<file path="src/rtl/core/hss_pkg.sv">
// ----------------------------------------------------------------------------
// hss_pkg
// shared types, codes and constants of the half-step stepper sequencer
// ----------------------------------------------------------------------------
`default_nettype none

package hss_pkg;

   localparam int KIND_W   = 3;
   localparam int STEP_W   = 16;
   localparam int PERIOD_W = 24;
   localparam int PHASE_W  = 3;
   localparam int COILS_W  = 4;
   localparam int CSR_AW   = 3;
   localparam int CSR_DW   = 32;

   localparam int DIVIDER_BITS_DEF = 24;

   localparam logic [KIND_W-1:0] KIND_TICK   = 3'd0;
   localparam logic [KIND_W-1:0] KIND_TURN   = 3'd1;
   localparam logic [KIND_W-1:0] KIND_TARGET = 3'd2;
   localparam logic [KIND_W-1:0] KIND_STOP   = 3'd3;
   localparam logic [KIND_W-1:0] KIND_CLEAR  = 3'd4;

   localparam logic REG_STEPS_PER_REV = 1'b0;
   localparam logic REG_STEP_PERIOD   = 1'b1;

   localparam logic [STEP_W-1:0]   STEPS_PER_REV_RST = 16'd4097;
   localparam logic [PERIOD_W-1:0] STEP_PERIOD_RST   = 24'd125000;

   typedef struct packed {
      logic [STEP_W-1:0]   steps_per_rev;
      logic [PERIOD_W-1:0] step_period;
   } cfg_type;

   function automatic logic [COILS_W-1:0] coil_pattern(input logic [PHASE_W-1:0] ph);
      logic [COILS_W-1:0] pat;
      case (ph)
         3'd0: pat = 4'h1;
         3'd1: pat = 4'h3;
         3'd2: pat = 4'h2;
         3'd3: pat = 4'h6;
         3'd4: pat = 4'h4;
         3'd5: pat = 4'hC;
         3'd6: pat = 4'h8;
         3'd7: pat = 4'h9;
         default: pat = 4'h1;
      endcase
      return pat;
   endfunction

endpackage

`default_nettype wire

</file>
<file path="src/rtl/core/half_step_stepper_sequencer.sv">
// ----------------------------------------------------------------------------
// half_step_stepper_sequencer
// four-coil stepper sequencer over the eight-phase half-step pattern
// ----------------------------------------------------------------------------
// Each request word is registered, applied to the motion state in one pass and
// answered by one response word showing the state after it. Tick, turn, stop
// and clear-position words go through at one word per clock cycle unless the
// response side stalls, with the response register able to hold a word while
// the next request is taken. A turn-to-target word waits while two bit-serial
// remainder units reduce target and position modulo steps per revolution.
// Registers are to be written only while idle; the block does not enforce it.
`default_nettype none

module half_step_stepper_sequencer #(
   parameter int DIVIDER_BITS = hss_pkg::DIVIDER_BITS_DEF
) (
   input  wire logic                        clock,
   input  wire logic                        reset,
   input  wire logic                        req_valid,
   output logic                             req_ready,
   input  wire logic [hss_pkg::KIND_W-1:0]  req_kind,
   input  wire logic [hss_pkg::STEP_W-1:0]  req_step_count,
   input  wire logic                        req_clockwise,
   input  wire logic [hss_pkg::STEP_W-1:0]  req_target_step,
   output logic                             rsp_valid,
   input  wire logic                        rsp_ready,
   output logic      [hss_pkg::COILS_W-1:0] rsp_coils,
   output logic      [hss_pkg::STEP_W-1:0]  rsp_position,
   output logic      [hss_pkg::STEP_W-1:0]  rsp_remaining,
   output logic                             rsp_moving_clockwise,
   output logic                             rsp_busy_res,
   input  wire logic                        csr_psel,
   input  wire logic                        csr_penable,
   input  wire logic                        csr_pwrite,
   input  wire logic [hss_pkg::CSR_AW-1:0]  csr_paddr,
   input  wire logic [hss_pkg::CSR_DW-1:0]  csr_pwdata,
   output logic      [hss_pkg::CSR_DW-1:0]  csr_prdata,
   output logic                             csr_pready
);
   import hss_pkg::*;

   localparam int EW = DIVIDER_BITS + 1;

   cfg_type cfg;

   // request register
   logic              in_valid_ff;
   logic [KIND_W-1:0] in_kind_ff;
   logic [STEP_W-1:0] in_count_ff;
   logic              in_cw_ff;
   logic [STEP_W-1:0] in_target_ff;

   // motion state
   logic [PHASE_W-1:0]      phase_ff,  phase_in;
   logic [STEP_W-1:0]       pos_ff,    pos_in;
   logic [STEP_W-1:0]       togo_ff,   togo_in;
   logic                    dir_ff,    dir_in;
   logic [DIVIDER_BITS-1:0] tick_ff,   tick_in;

   // response register
   logic               rsp_valid_ff;
   logic [COILS_W-1:0] rsp_coils_ff;
   logic [STEP_W-1:0]  rsp_pos_ff;
   logic [STEP_W-1:0]  rsp_togo_ff;
   logic               rsp_dir_ff;
   logic               rsp_busy_ff;

   logic              issue_ff;
   logic              is_target;
   logic              rem_start;
   logic              tgt_done;
   logic              pos_done;
   logic [STEP_W-1:0] tgt_rem;
   logic [STEP_W-1:0] pos_rem;
   logic              out_free;
   logic              fire;
   logic [STEP_W-1:0] modulus;

   hss_csr u_csr (
      .clock       (clock),
      .reset       (reset),
      .csr_psel    (csr_psel),
      .csr_penable (csr_penable),
      .csr_pwrite  (csr_pwrite),
      .csr_paddr   (csr_paddr),
      .csr_pwdata  (csr_pwdata),
      .csr_prdata  (csr_prdata),
      .csr_pready  (csr_pready),
      .cfg         (cfg)
   );

   assign modulus = (cfg.steps_per_rev < STEP_W'(2)) ? STEP_W'(1) : cfg.steps_per_rev;

   assign is_target = (in_kind_ff == KIND_TARGET);
   assign rem_start = in_valid_ff && is_target && !issue_ff;
   assign out_free  = !rsp_valid_ff || rsp_ready;
   assign fire      = in_valid_ff && out_free &&
                      (!is_target || (issue_ff && tgt_done && pos_done));
   assign req_ready = !in_valid_ff || fire;

   hss_rem u_rem_target (
      .clock     (clock),
      .reset     (reset),
      .start     (rem_start),
      .dividend  (in_target_ff),
      .divisor   (modulus),
      .done      (tgt_done),
      .remainder (tgt_rem)
   );

   hss_rem u_rem_position (
      .clock     (clock),
      .reset     (reset),
      .start     (rem_start),
      .dividend  (pos_ff),
      .divisor   (modulus),
      .done      (pos_done),
      .remainder (pos_rem)
   );

   // next motion state for the word in the request register
   always_comb begin
      logic [32:0]     per_ext;
      logic [32:0]     per_lim;
      logic [32:0]     per_eff;
      logic [EW-1:0]   eff;
      logic [EW-1:0]   tick_nx;
      logic [STEP_W:0] pos_inc;
      logic [STEP_W:0] sum;
      logic [STEP_W-1:0] base;
      logic signed [STEP_W+2:0] d_s;
      logic signed [STEP_W+2:0] dd_s;
      logic signed [STEP_W+2:0] m_s;
      logic signed [STEP_W+2:0] abs_s;

      phase_in = phase_ff;
      pos_in   = pos_ff;
      togo_in  = togo_ff;
      dir_in   = dir_ff;
      tick_in  = tick_ff;

      per_ext = {{(33-PERIOD_W){1'b0}}, cfg.step_period};
      if (per_ext == 33'd0) begin
         per_ext = 33'd1;
      end
      per_lim = 33'd1 << DIVIDER_BITS;
      per_eff = (per_ext > per_lim) ? per_lim : per_ext;
      eff     = per_eff[EW-1:0];
      tick_nx = {1'b0, tick_ff} + EW'(1);
      pos_inc = {1'b0, pos_ff} + (STEP_W+1)'(1);

      base = togo_ff;
      sum  = '0;
      m_s  = $signed({3'b000, modulus});
      d_s  = $signed({3'b000, tgt_rem}) - $signed({3'b000, pos_rem});
      dd_s = '0;
      abs_s = '0;

      case (in_kind_ff)
         KIND_TICK: begin
            if (togo_ff == '0) begin
               tick_in = '0;
            end else if (tick_nx >= eff) begin
               tick_in = '0;
               togo_in = togo_ff - STEP_W'(1);
               if (dir_ff) begin
                  phase_in = phase_ff + PHASE_W'(1);
                  pos_in   = (pos_inc >= {1'b0, modulus}) ? '0 : pos_inc[STEP_W-1:0];
               end else begin
                  phase_in = phase_ff - PHASE_W'(1);
                  if (pos_ff == '0 || pos_ff >= modulus) begin
                     pos_in = modulus - STEP_W'(1);
                  end else begin
                     pos_in = pos_ff - STEP_W'(1);
                  end
               end
            end else begin
               tick_in = tick_nx[DIVIDER_BITS-1:0];
            end
         end
         KIND_TURN: begin
            if (in_cw_ff != dir_ff) begin
               base    = '0;
               tick_in = '0;
               dir_in  = in_cw_ff;
            end
            sum     = {1'b0, base} + {1'b0, in_count_ff};
            togo_in = sum[STEP_W] ? {STEP_W{1'b1}} : sum[STEP_W-1:0];
         end
         KIND_TARGET: begin
            tick_in = '0;
            dd_s    = d_s <<< 1;
            if (dd_s < -m_s) begin
               d_s = d_s + m_s;
            end else if (dd_s > m_s) begin
               d_s = d_s - m_s;
            end
            abs_s   = (d_s < 0) ? -d_s : d_s;
            dir_in  = !(d_s < 0);
            togo_in = abs_s[STEP_W-1:0];
         end
         KIND_STOP: begin
            togo_in = '0;
            tick_in = '0;
         end
         KIND_CLEAR: begin
            pos_in = '0;
         end
         default: begin
            phase_in = phase_ff;
         end
      endcase
   end

   always_ff @(posedge clock) begin
      if (reset) begin
         in_valid_ff  <= 1'b0;
         issue_ff     <= 1'b0;
         rsp_valid_ff <= 1'b0;
         phase_ff     <= '0;
         pos_ff       <= '0;
         togo_ff      <= '0;
         dir_ff       <= 1'b1;
         tick_ff      <= '0;
      end else begin
         if (req_ready) begin
            in_valid_ff <= req_valid;
         end
         if (fire) begin
            issue_ff <= 1'b0;
         end else if (rem_start) begin
            issue_ff <= 1'b1;
         end
         if (fire) begin
            rsp_valid_ff <= 1'b1;
         end else if (rsp_ready) begin
            rsp_valid_ff <= 1'b0;
         end
         if (fire) begin
            phase_ff <= phase_in;
            pos_ff   <= pos_in;
            togo_ff  <= togo_in;
            dir_ff   <= dir_in;
            tick_ff  <= tick_in;
         end
      end
   end

   always_ff @(posedge clock) begin
      if (req_ready && req_valid) begin
         in_kind_ff   <= req_kind;
         in_count_ff  <= req_step_count;
         in_cw_ff     <= req_clockwise;
         in_target_ff <= req_target_step;
      end
      if (fire) begin
         rsp_coils_ff <= coil_pattern(phase_in);
         rsp_pos_ff   <= pos_in;
         rsp_togo_ff  <= togo_in;
         rsp_dir_ff   <= dir_in;
         rsp_busy_ff  <= (togo_in != '0);
      end
   end

   assign rsp_valid            = rsp_valid_ff;
   assign rsp_coils            = rsp_coils_ff;
   assign rsp_position         = rsp_pos_ff;
   assign rsp_remaining        = rsp_togo_ff;
   assign rsp_moving_clockwise = rsp_dir_ff;
   assign rsp_busy_res         = rsp_busy_ff;

endmodule

`default_nettype wire

</file>
<file path="src/rtl/core/hss_csr.sv">
// ----------------------------------------------------------------------------
// hss_csr
// register port holding steps per revolution and step period
// ----------------------------------------------------------------------------
`default_nettype none

module hss_csr (
   input  wire logic                       clock,
   input  wire logic                       reset,
   input  wire logic                       csr_psel,
   input  wire logic                       csr_penable,
   input  wire logic                       csr_pwrite,
   input  wire logic [hss_pkg::CSR_AW-1:0] csr_paddr,
   input  wire logic [hss_pkg::CSR_DW-1:0] csr_pwdata,
   output logic      [hss_pkg::CSR_DW-1:0] csr_prdata,
   output logic                            csr_pready,
   output hss_pkg::cfg_type                cfg
);
   import hss_pkg::*;

   logic [STEP_W-1:0]   spr_ff;
   logic [PERIOD_W-1:0] period_ff;
   logic                wr_en;
   logic                reg_sel;

   assign csr_pready = 1'b1;
   assign reg_sel    = csr_paddr[2];
   assign wr_en      = csr_psel && csr_penable && csr_pwrite;

   always_ff @(posedge clock) begin
      if (reset) begin
         spr_ff    <= STEPS_PER_REV_RST;
         period_ff <= STEP_PERIOD_RST;
      end else if (wr_en) begin
         if (reg_sel == REG_STEPS_PER_REV) begin
            spr_ff <= csr_pwdata[STEP_W-1:0];
         end else begin
            period_ff <= csr_pwdata[PERIOD_W-1:0];
         end
      end
   end

   always_comb begin
      if (reg_sel == REG_STEPS_PER_REV) begin
         csr_prdata = {{(CSR_DW-STEP_W){1'b0}}, spr_ff};
      end else begin
         csr_prdata = {{(CSR_DW-PERIOD_W){1'b0}}, period_ff};
      end
   end

   assign cfg.steps_per_rev = spr_ff;
   assign cfg.step_period   = period_ff;

endmodule

`default_nettype wire

</file>
<file path="src/rtl/core/hss_rem.sv">
// ----------------------------------------------------------------------------
// hss_rem
// bit-serial restoring remainder, one dividend bit per cycle
// ----------------------------------------------------------------------------
`default_nettype none

module hss_rem (
   input  wire logic                       clock,
   input  wire logic                       reset,
   input  wire logic                       start,
   input  wire logic [hss_pkg::STEP_W-1:0] dividend,
   input  wire logic [hss_pkg::STEP_W-1:0] divisor,
   output logic                            done,
   output logic      [hss_pkg::STEP_W-1:0] remainder
);
   import hss_pkg::*;

   localparam int CNT_W = $clog2(STEP_W);

   logic              busy_ff;
   logic              done_ff;
   logic [CNT_W-1:0]  cnt_ff;
   logic [STEP_W-1:0] quo_ff;
   logic [STEP_W-1:0] div_ff;
   logic [STEP_W-1:0] rem_ff;
   logic [STEP_W-1:0] rem_in;
   logic [STEP_W:0]   shifted;
   logic [STEP_W:0]   diff;

   always_comb begin
      shifted = {rem_ff, quo_ff[STEP_W-1]};
      diff    = shifted - {1'b0, div_ff};
      if (shifted >= {1'b0, div_ff}) begin
         rem_in = diff[STEP_W-1:0];
      end else begin
         rem_in = shifted[STEP_W-1:0];
      end
   end

   always_ff @(posedge clock) begin
      if (reset) begin
         busy_ff <= 1'b0;
         done_ff <= 1'b0;
         cnt_ff  <= '0;
      end else if (start) begin
         busy_ff <= 1'b1;
         done_ff <= 1'b0;
         cnt_ff  <= '0;
      end else if (busy_ff) begin
         cnt_ff <= cnt_ff + CNT_W'(1);
         if (cnt_ff == CNT_W'(STEP_W-1)) begin
            busy_ff <= 1'b0;
            done_ff <= 1'b1;
         end
      end
   end

   always_ff @(posedge clock) begin
      if (start) begin
         quo_ff <= dividend;
         div_ff <= divisor;
         rem_ff <= '0;
      end else if (busy_ff) begin
         quo_ff <= {quo_ff[STEP_W-2:0], 1'b0};
         rem_ff <= rem_in;
      end
   end

   assign done      = done_ff;
   assign remainder = rem_ff;

endmodule

`default_nettype wire

</file>
<file path="config.mk">
export PLATFORM = sky130hd
export DESIGN_NAME = half_step_stepper_sequencer
export DESIGN_NICKNAME = d
export VERILOG_FILES = /design/src/rtl/core/hss_pkg.sv /design/src/rtl/core/half_step_stepper_sequencer.sv /design/src/rtl/core/hss_csr.sv /design/src/rtl/core/hss_rem.sv
export SDC_FILE = /design/constraint.sdc
export NUM_CORES = 1
export LEC_CHECK = 0
export BUFFER_PORTS_ARGS = -buffer_cell sky130_fd_sc_hd__buf_2
export CORE_AREA = 4 4 293 180
export DETAILED_ROUTE_END_ITERATION = 7
export DIE_AREA = 0 0 297 184
export SYNTH_ARGS = -nofsm -noshare
export SYNTH_HDL_FRONTEND = slang
export SYNTH_SLANG_ARGS = --single-unit
</file>
<file path="constraint.sdc">
create_clock -name clock -period 15.6 [get_ports clock]
set_input_delay 1.56 -clock clock [delete_from_list [all_inputs] [get_ports clock]]
set_output_delay 1.56 -clock clock [all_outputs]
set_load 0.005 [all_outputs]
</file>
* Word level (Yosys, flattened, before mapping)
Memories as Yosys holds them, arrays and structs flattened. A register that Yosys moved wholly into a read port is not among the register bits. Cells that the tools add are included.
Operators by class: $add $sub $neg 17, multipliers 0, divide/modulo/power cells 0, magnitude comparators 10, equal/unequal tests 8, shifts and indexed selects 0, mux-type cells 44, bitwise operators 1, reduce and logical (&&, ||, !) cells 35
Operators with widths (number):
- 16-bit two-way mux | 18
- 24-bit two-way mux | 5
- 24-bit one-hot mux with 3 select lines | 1
- 16-bit one-hot mux with 4 select lines | 1
- 19-bit two-way mux | 3
- 17-bit by 16-bit greater-or-equal comparator with 1-bit output | 3
- 16-bit by 1-bit subtractor with 16-bit output (second input constant) | 3
- 33-bit by 25-bit > comparator with 1-bit output (second input constant) | 1
- 16-bit zero test | 2
- 16-bit one-hot mux with 2 select lines | 1
- 16-bit subtractor | 2
- 24-bit by 1-bit adder with 25-bit output (second input constant) | 1
- 25-bit greater-or-equal comparator | 1
- 25-bit two-way mux | 1
- 24-bit zero test | 1
- 18-bit by 19-bit < comparator with 1-bit output | 1
- 19-bit by 1-bit < comparator with 1-bit output (second input constant) | 1
- 16-bit negator with 19-bit output | 1
- 17-bit by 17-bit adder with 18-bit output | 1
- 18-bit by 17-bit > comparator with 1-bit output | 1
- 17-bit by 17-bit subtractor with 18-bit output | 1
- 16-bit by 1-bit adder with 17-bit output (second input constant) | 1
- 16-bit by 16-bit adder with 17-bit output | 1
- 16-bit by 16-bit subtractor with 17-bit output | 1
- 26 further kinds | 62
Word-level totals: register bits after elaboration 265, latch bits 0, bits in writable memories 0, ROM bits 32, bits of input ports 78, word-level logic and storage cells 145, memories kept 1
Memories:
- (no name shown) | words 8, bits a word 4, read ports 1, clocked after Yosys merged registers in 1, write ports 0, RTL line hss_pkg.sv:38 | case (ph)

* Longest topological paths before layout
word-level depth 10, gate-level depth with buffers 29, gate-level depth less buffers 26

* By module
From an unflattened synthesis, not the netlist that was laid out.
Second synthesis, totals: cell total of the unflattened synthesis 2506, area, all modules 22056.2 um^2
Modules (own cells, without submodules):
- half_step_stepper_sequencer | times used 1, cells an instance 1714, area each 13800.7 um^2, seq. area each 3483.3 um^2
- hss_rem (u_rem_target) | times used 1, cells an instance 300, area each 3125.5 um^2, seq. area each 1401.3 um^2
- hss_rem (u_rem_position) | times used 1, cells an instance 286, area each 3088.0 um^2, seq. area each 1401.3 um^2
- hss_csr | times used 1, cells an instance 206, area each 2042.0 um^2, seq. area each 800.8 um^2

* Least setup slack after synthesis
OpenSTA, ideal clock, no wires.
path kind reg2reg, start reg u_rem_target.rem_ff[0] (netlist: u_rem_target.remainder[0]), end reg rsp_busy_ff (netlist: rsp_busy_res) (data pin), data arrival time 5618 ps, required time 15329 ps, setup slack 9712 ps, stages on the path, launching flop included 30, buffers on the path 3, period minus slack after synthesis 5888 ps, path through dfxtp_1 inv_1 ha_1 inv_1 fa_1 a211oi_1 nor2_1 a2bb2oi_1 a311oi_2 o21ai_2 clkbuf_1 inv_1 ha_1 a211oi_1 nand2_1 a2111oi_0 nor4b_4 or2_1 buf_6 buf_12 nor2_2 a211oi_4 inv_2 ha_1 nand4_2 nor4_4 and4_1 or3_4 a2111oi_4 nand4_1
Between the ends: cells in the longest elaborated chain, start to end 9
Ends and longest elaborated chain:
- start: declaration | RTL line hss_rem.sv:25 | logic [STEP_W-1:0] rem_ff;
- start signal: assignment | RTL line hss_rem.sv:65 | rem_ff <= rem_in;
- 16-bit by 16-bit subtractor with 17-bit output * | RTL line half_step_stepper_sequencer.sv:155 | d_s = $signed({3'b000, tgt_rem}) - $signed({3'b000, pos_rem});
- 17-bit by 17-bit subtractor with 18-bit output or 18-bit by 17-bit > comparator with 1-bit output (tied branches) | RTL line half_step_stepper_sequencer.sv:196, half_step_stepper_sequencer.sv:195
- 19-bit two-way mux | RTL line half_step_stepper_sequencer.sv:195 | end else if (dd_s > m_s) begin
- 19-bit two-way mux * | RTL line half_step_stepper_sequencer.sv:193 | if (dd_s < -m_s) begin
- 19-bit two-way mux * | RTL line half_step_stepper_sequencer.sv:159 | case (in_kind_ff)
- 16-bit negator or 19-bit by 1-bit < comparator with 1-bit output (tied branches) | RTL line half_step_stepper_sequencer.sv:198 | abs_s = (d_s < 0) ? -d_s : d_s;
- 16-bit two-way mux * | RTL line half_step_stepper_sequencer.sv:198
- 16-bit one-hot mux with 4 select lines * | RTL line half_step_stepper_sequencer.sv:159
- via togo_in[14] | RTL line half_step_stepper_sequencer.sv:56 | logic [STEP_W-1:0] togo_ff, togo_in;
- 16-bit nonzero test * | RTL line half_step_stepper_sequencer.sv:261 | rsp_busy_ff <= (togo_in != '0);
- end signal: assignment | RTL line half_step_stepper_sequencer.sv:261
- end: declaration | RTL line half_step_stepper_sequencer.sv:66 | logic rsp_busy_ff;
The timed path passes the listed nets; every way through them passes the cells marked *. The select of a mux whose other input is x is not followed. A chain may end at the register's enable or synchronous reset.

* Final worst setup path
start reg u_rem_target.rem_ff[0] (netlist: u_rem_target.remainder[0]), end reg rsp_busy_ff (netlist: rsp_busy_res) (data pin)
Between the ends: cells in the longest elaborated chain, start to end 9
Ends and longest elaborated chain (RTL line):
- 16-bit by 16-bit subtractor with 17-bit output * | half_step_stepper_sequencer.sv:155
- 17-bit by 17-bit subtractor with 18-bit output or 18-bit by 17-bit > comparator with 1-bit output (tied branches) | half_step_stepper_sequencer.sv:196, half_step_stepper_sequencer.sv:195
- 19-bit two-way mux | half_step_stepper_sequencer.sv:195
- 19-bit two-way mux * | half_step_stepper_sequencer.sv:193
- 19-bit two-way mux * | half_step_stepper_sequencer.sv:159
- 16-bit negator or 19-bit by 1-bit < comparator with 1-bit output (tied branches) | half_step_stepper_sequencer.sv:198
- 16-bit two-way mux * | half_step_stepper_sequencer.sv:198
- 16-bit one-hot mux with 4 select lines * | half_step_stepper_sequencer.sv:159
- 16-bit nonzero test * | half_step_stepper_sequencer.sv:261
Mark *: on every way between the ends. The rest lies on a longest branch, timed or not. The select of a mux whose other input is x is not followed.

==> impl_metrics.toml <==
[drt]
viasPerCell = 5.92
drt_pre_antenna_iters = 6
routed_wl_microns = 68300
vias = 19203
ant_nets = 0
post_drt_wl_per_cell_microns = 21.0
drt_iter0_drc = 1894
drc_errors = 0

[grt]
first_global_vias = 17856
grt_max_degree = 67
grt_overflow_total = 0
antenna_found_initial = 0
grtUsageTotal_pct = 24.0
grt_pass1_wl_microns = 105000

[worst_setup_path]
cpLargestDelayFamily = "compound AO/OA/AOI/OAI gates"
cp-startpoint = "u_rem_target.remainder[0]$_SDFFE_PP0P_"
worstPathArrival_ns = 8.55
reg2reg_depth = 26
critPathRequiredTime_ns = 15.88
max_stage_delay_ns = 0.71
crit_fanout = 25
regToRegSetupSlack_ns = 7.33
path_class = "flop to flop"
reg2reg_from = "u_rem_target.remainder[0]$_SDFFE_PP0P_"
crit_slowest_cell = "nor4bb_1"
path_buf_inv = 4
endpoint_kind = "flop"
r2r-end = "rsp_busy_res$_DFFE_PP_"
start_kind = "flop"

[floorplanning]
die_x_microns = 297
initial_core_util_pct = 41.5
die_h_microns = 184
die-area_sq_mm = 0.0546
core-area_sq_mm = 0.0502
row_count = 64
ioPinCount = 151

[yosys]
ys_seq_elements = 269
synth_edf_count = 122
synth-async-reset-ratio_pct = 0
ys_dominant_reg_cell = "dfxtp_1"
synthesis.area_sq_mm = 0.0208
syn_avg_cell_area_sq_um = 8.33
ys_warn_count = 0
yosys.cell_types.count = 108
syn_inst = 2502
yosysSeqAreaShare_pct = 31.7

[layout]
drive_gt1_share_pct = 11.1
nFillCells = 4910
diodes = 0
fin_util_pct = 45.6
num-nets-final = 2846
area_delta_synth_final_pct = 9.83

[clocking]
root_buffer = "clkbuf_16"
cts_buffers = 28
cts_sinks = 269
cts_setup_buffers = 0
tritoncts = "built"
clockBufferDepth = 3
htree_levels = 1
clk_pin_slew_ns = 0.07
cts_resized = 0
clkLatencyLatePin_ns = 0.59
ctsHoldBuffers = 0

[place]
hpwl_microns = 52000
io_buffers = 131
gp_congestion = 0.948

[timing]
hold_slack_ns = 0.474
grt_setup_unrepaired = "false"
hold_violations = 0
fin_crit_ns = 8.27
setup_viol = 0
fin_crit_sh_pct = 53.0
fmax_mhz = 121
slew_headroom_pct = 19.5
tightest_slew_ns = 1.20
skew_ns = 0.0275
finalMaxSlewViolations = 0
tns_ns = 0

[power_and_ir_drop]
p_sw_mw = 3.04
p_int_mw = 2.66
p_leak_nw = 9.59
irDropWorstVdd_mv = 0.222
power.share.combinational_pct = 72.4
powerDensity_mw_per_mm2 = 249
p_sw_share_pct = 53.3
clkPwrFrac_pct = 11.9
power_frac_seq_pct = 15.7

[hold_path]
hold_end = "u_rem_position.done$_SDFFE_PP0P_"
holdCritStartpoint = "u_rem_position.done$_SDFFE_PP0P_"
hold_path.class = "flop to flop"
min_path_cells = 2

[run_status]
status = "complete, no violations"

[flow_run]
drv_cap = 0
## flip-flops by register name (all words and copies together) (netlist names), 3 cells and up
name / count
tick_ff: 24
u_csr.period_ff: 24
in_count_ff: 16
in_target_ff: 16
pos_ff: 16
rsp_position: 16
rsp_remaining: 16
togo_ff: 16
u_csr.spr_ff: 16
u_rem_position.div_ff: 16
u_rem_position.quo_ff: 16
u_rem_position.remainder: 16
u_rem_target.quo_ff: 16
u_rem_target.remainder: 16
rsp_coils: 4
u_rem_position.cnt_ff: 4
u_rem_target.cnt_ff: 4
in_kind_ff: 3
phase_ff: 3
## through the flow
| step | area [sq um] | std cells | setup WS (ns) | power, mW |
|---|---|---|---|---|
| 2_1_floorplan | 20900 | 2510 | 9.71 | 3.99 |
| 3_3_place_gp | 22000 | 3193 | 7.89 | 4.81 |
| 3_5_place_dp | 22000 | 3193 | 7.79 | 4.90 |
| 4_1_cts | 22900 | 3245 | 7.68 | 5.60 |
| 5_1_grt | 22900 | 3245 | 7.08 | 6.10 |
| 6_report | 22900 | 3245 | 7.33 | 5.71 |
## synth_stat cells (all sizes together), types with 12 or more instances
master  number  share of area [%]
a22oi       20               0.72
nor2b       27               0.81
a21oi      184                4.5
a21o        52                1.9
inv        148                2.7
mux2i       42                2.0
nand2b      21               0.63
nor3        78                2.0
and3        30               0.90
or3         19               0.62
buf         33                1.2
o21ai      149                3.6
o311ai      13               0.74
nand4       33                1.0
o211ai      29                1.0
xnor2       80                3.4
and2        25               0.75
nand3       67                1.6
a31oi       18               0.54
o21a        21               0.76
xor2        46                1.9
ha         197                 12
nor4        24                1.0
a211oi      30                1.2
edfxtp     122                 18
nand2      318                5.8
o31ai       15               0.56
dfxtp      147                 14
nor2       207                3.8
clkbuf     115                2.1
or2         12               0.36
## power by group through the flow
stage                     combinational [mW]  sequential [mW]  clock [mW]
after floorplan                         3.11            0.884           0
after global placement                  3.90            0.904           0
after detailed placement                3.99            0.905           0
after CTS                               4.02            0.891       0.695
after global routing                    4.47            0.902       0.724
final                                   4.13            0.893       0.681
## worst max-delay path by stage
stage,to,slack (ns),cells past startpoint
after CTS,rsp_busy_res$_DFFE_PP_,7.68,26
after global placement,rsp_busy_res$_DFFE_PP_,7.89,24
after global routing,rsp_busy_res$_DFFE_PP_,7.08,26
after floorplan,rsp_busy_res$_DFFE_PP_,9.71,29
after detailed placement,rsp_busy_res$_DFFE_PP_,7.79,26
final,rsp_busy_res$_DFFE_PP_,7.33,26
## worst reg2reg max path, stage by stage (launching register included)
cell and delay [ns]:
dfxtp_1 0.36, inv_1 0.10, ha_1 0.22, inv_1 0.07, fa_1 0.24, a211oi_1 0.09
nor2_1 0.38, a2bb2oi_1 0.46, a311oi_2 0.24, o21ai_2 0.64, inv_1 0.21, ha_1 0.38
a211oi_1 0.25, nand2_1 0.11, a2111oi_0 0.52, nor4b_4 0.51, nor2_2 0.32, o2111a_1 0.32
a211oi_4 0.32, inv_2 0.09, ha_1 0.25, a41oi_1 0.21, xnor2_1 0.17, a22oi_1 0.41
nand2_1 0.21, nor4bb_1 0.71, nand4_1 0.17
## kinds of logic (layout without fill, tap and decap cells)
logic type,Yosys count,count (layout),share of synthesized area (%)
simple gates,900,900,20.9
compound gates,652,652,21.0
buf+inv,297,372,5.99
flops,269,269,31.7
fa+ha+maj,205,205,12.6
xor+xnor,126,126,5.30
mux,51,51,2.50
other cells,2,10,0.0360
## metal layers
metal | global-route usage (%) | vias to the layer above | wire length, microns
li1 | - | 9112 | -
met2 | 33.2 | 791 | 26100
met4 | 5.33 | 2 | 1600
met1 | 36.1 | 9195 | 33100
met5 | 1.28 | - | 103
met3 | 7.41 | 103 | 7320
## area by class of cell
type / count / area [sq um] / area share [%]
clock inverter: 18 / 160 / 0.700
sequential: 269 / 6610 / 28.9
inverter: 149 / 559 / 2.44
clock buffer: 34 / 744 / 3.25
multi-input combinational: 1944 / 13000 / 56.9
timing repair buffer: 171 / 958 / 4.19
tap: 660 / 826 / 3.61
## layout by cell type, fill, tap and decap left out, types with 30 or more instances in the layout
cell type,n
buf_4,41
and3_1,30
xor2_1,46
edfxtp_1,122
ha_1,197
o21ai_0,140
mux2i_1,42
nor2_1,204
dfxtp_1,147
buf_2,130
nand2_1,317
a21o_1,52
nor3_1,71
nand4_1,32
inv_1,146
nand3_1,67
a21oi_1,182
xnor2_1,80
Power figures use the tool's default switching activity.
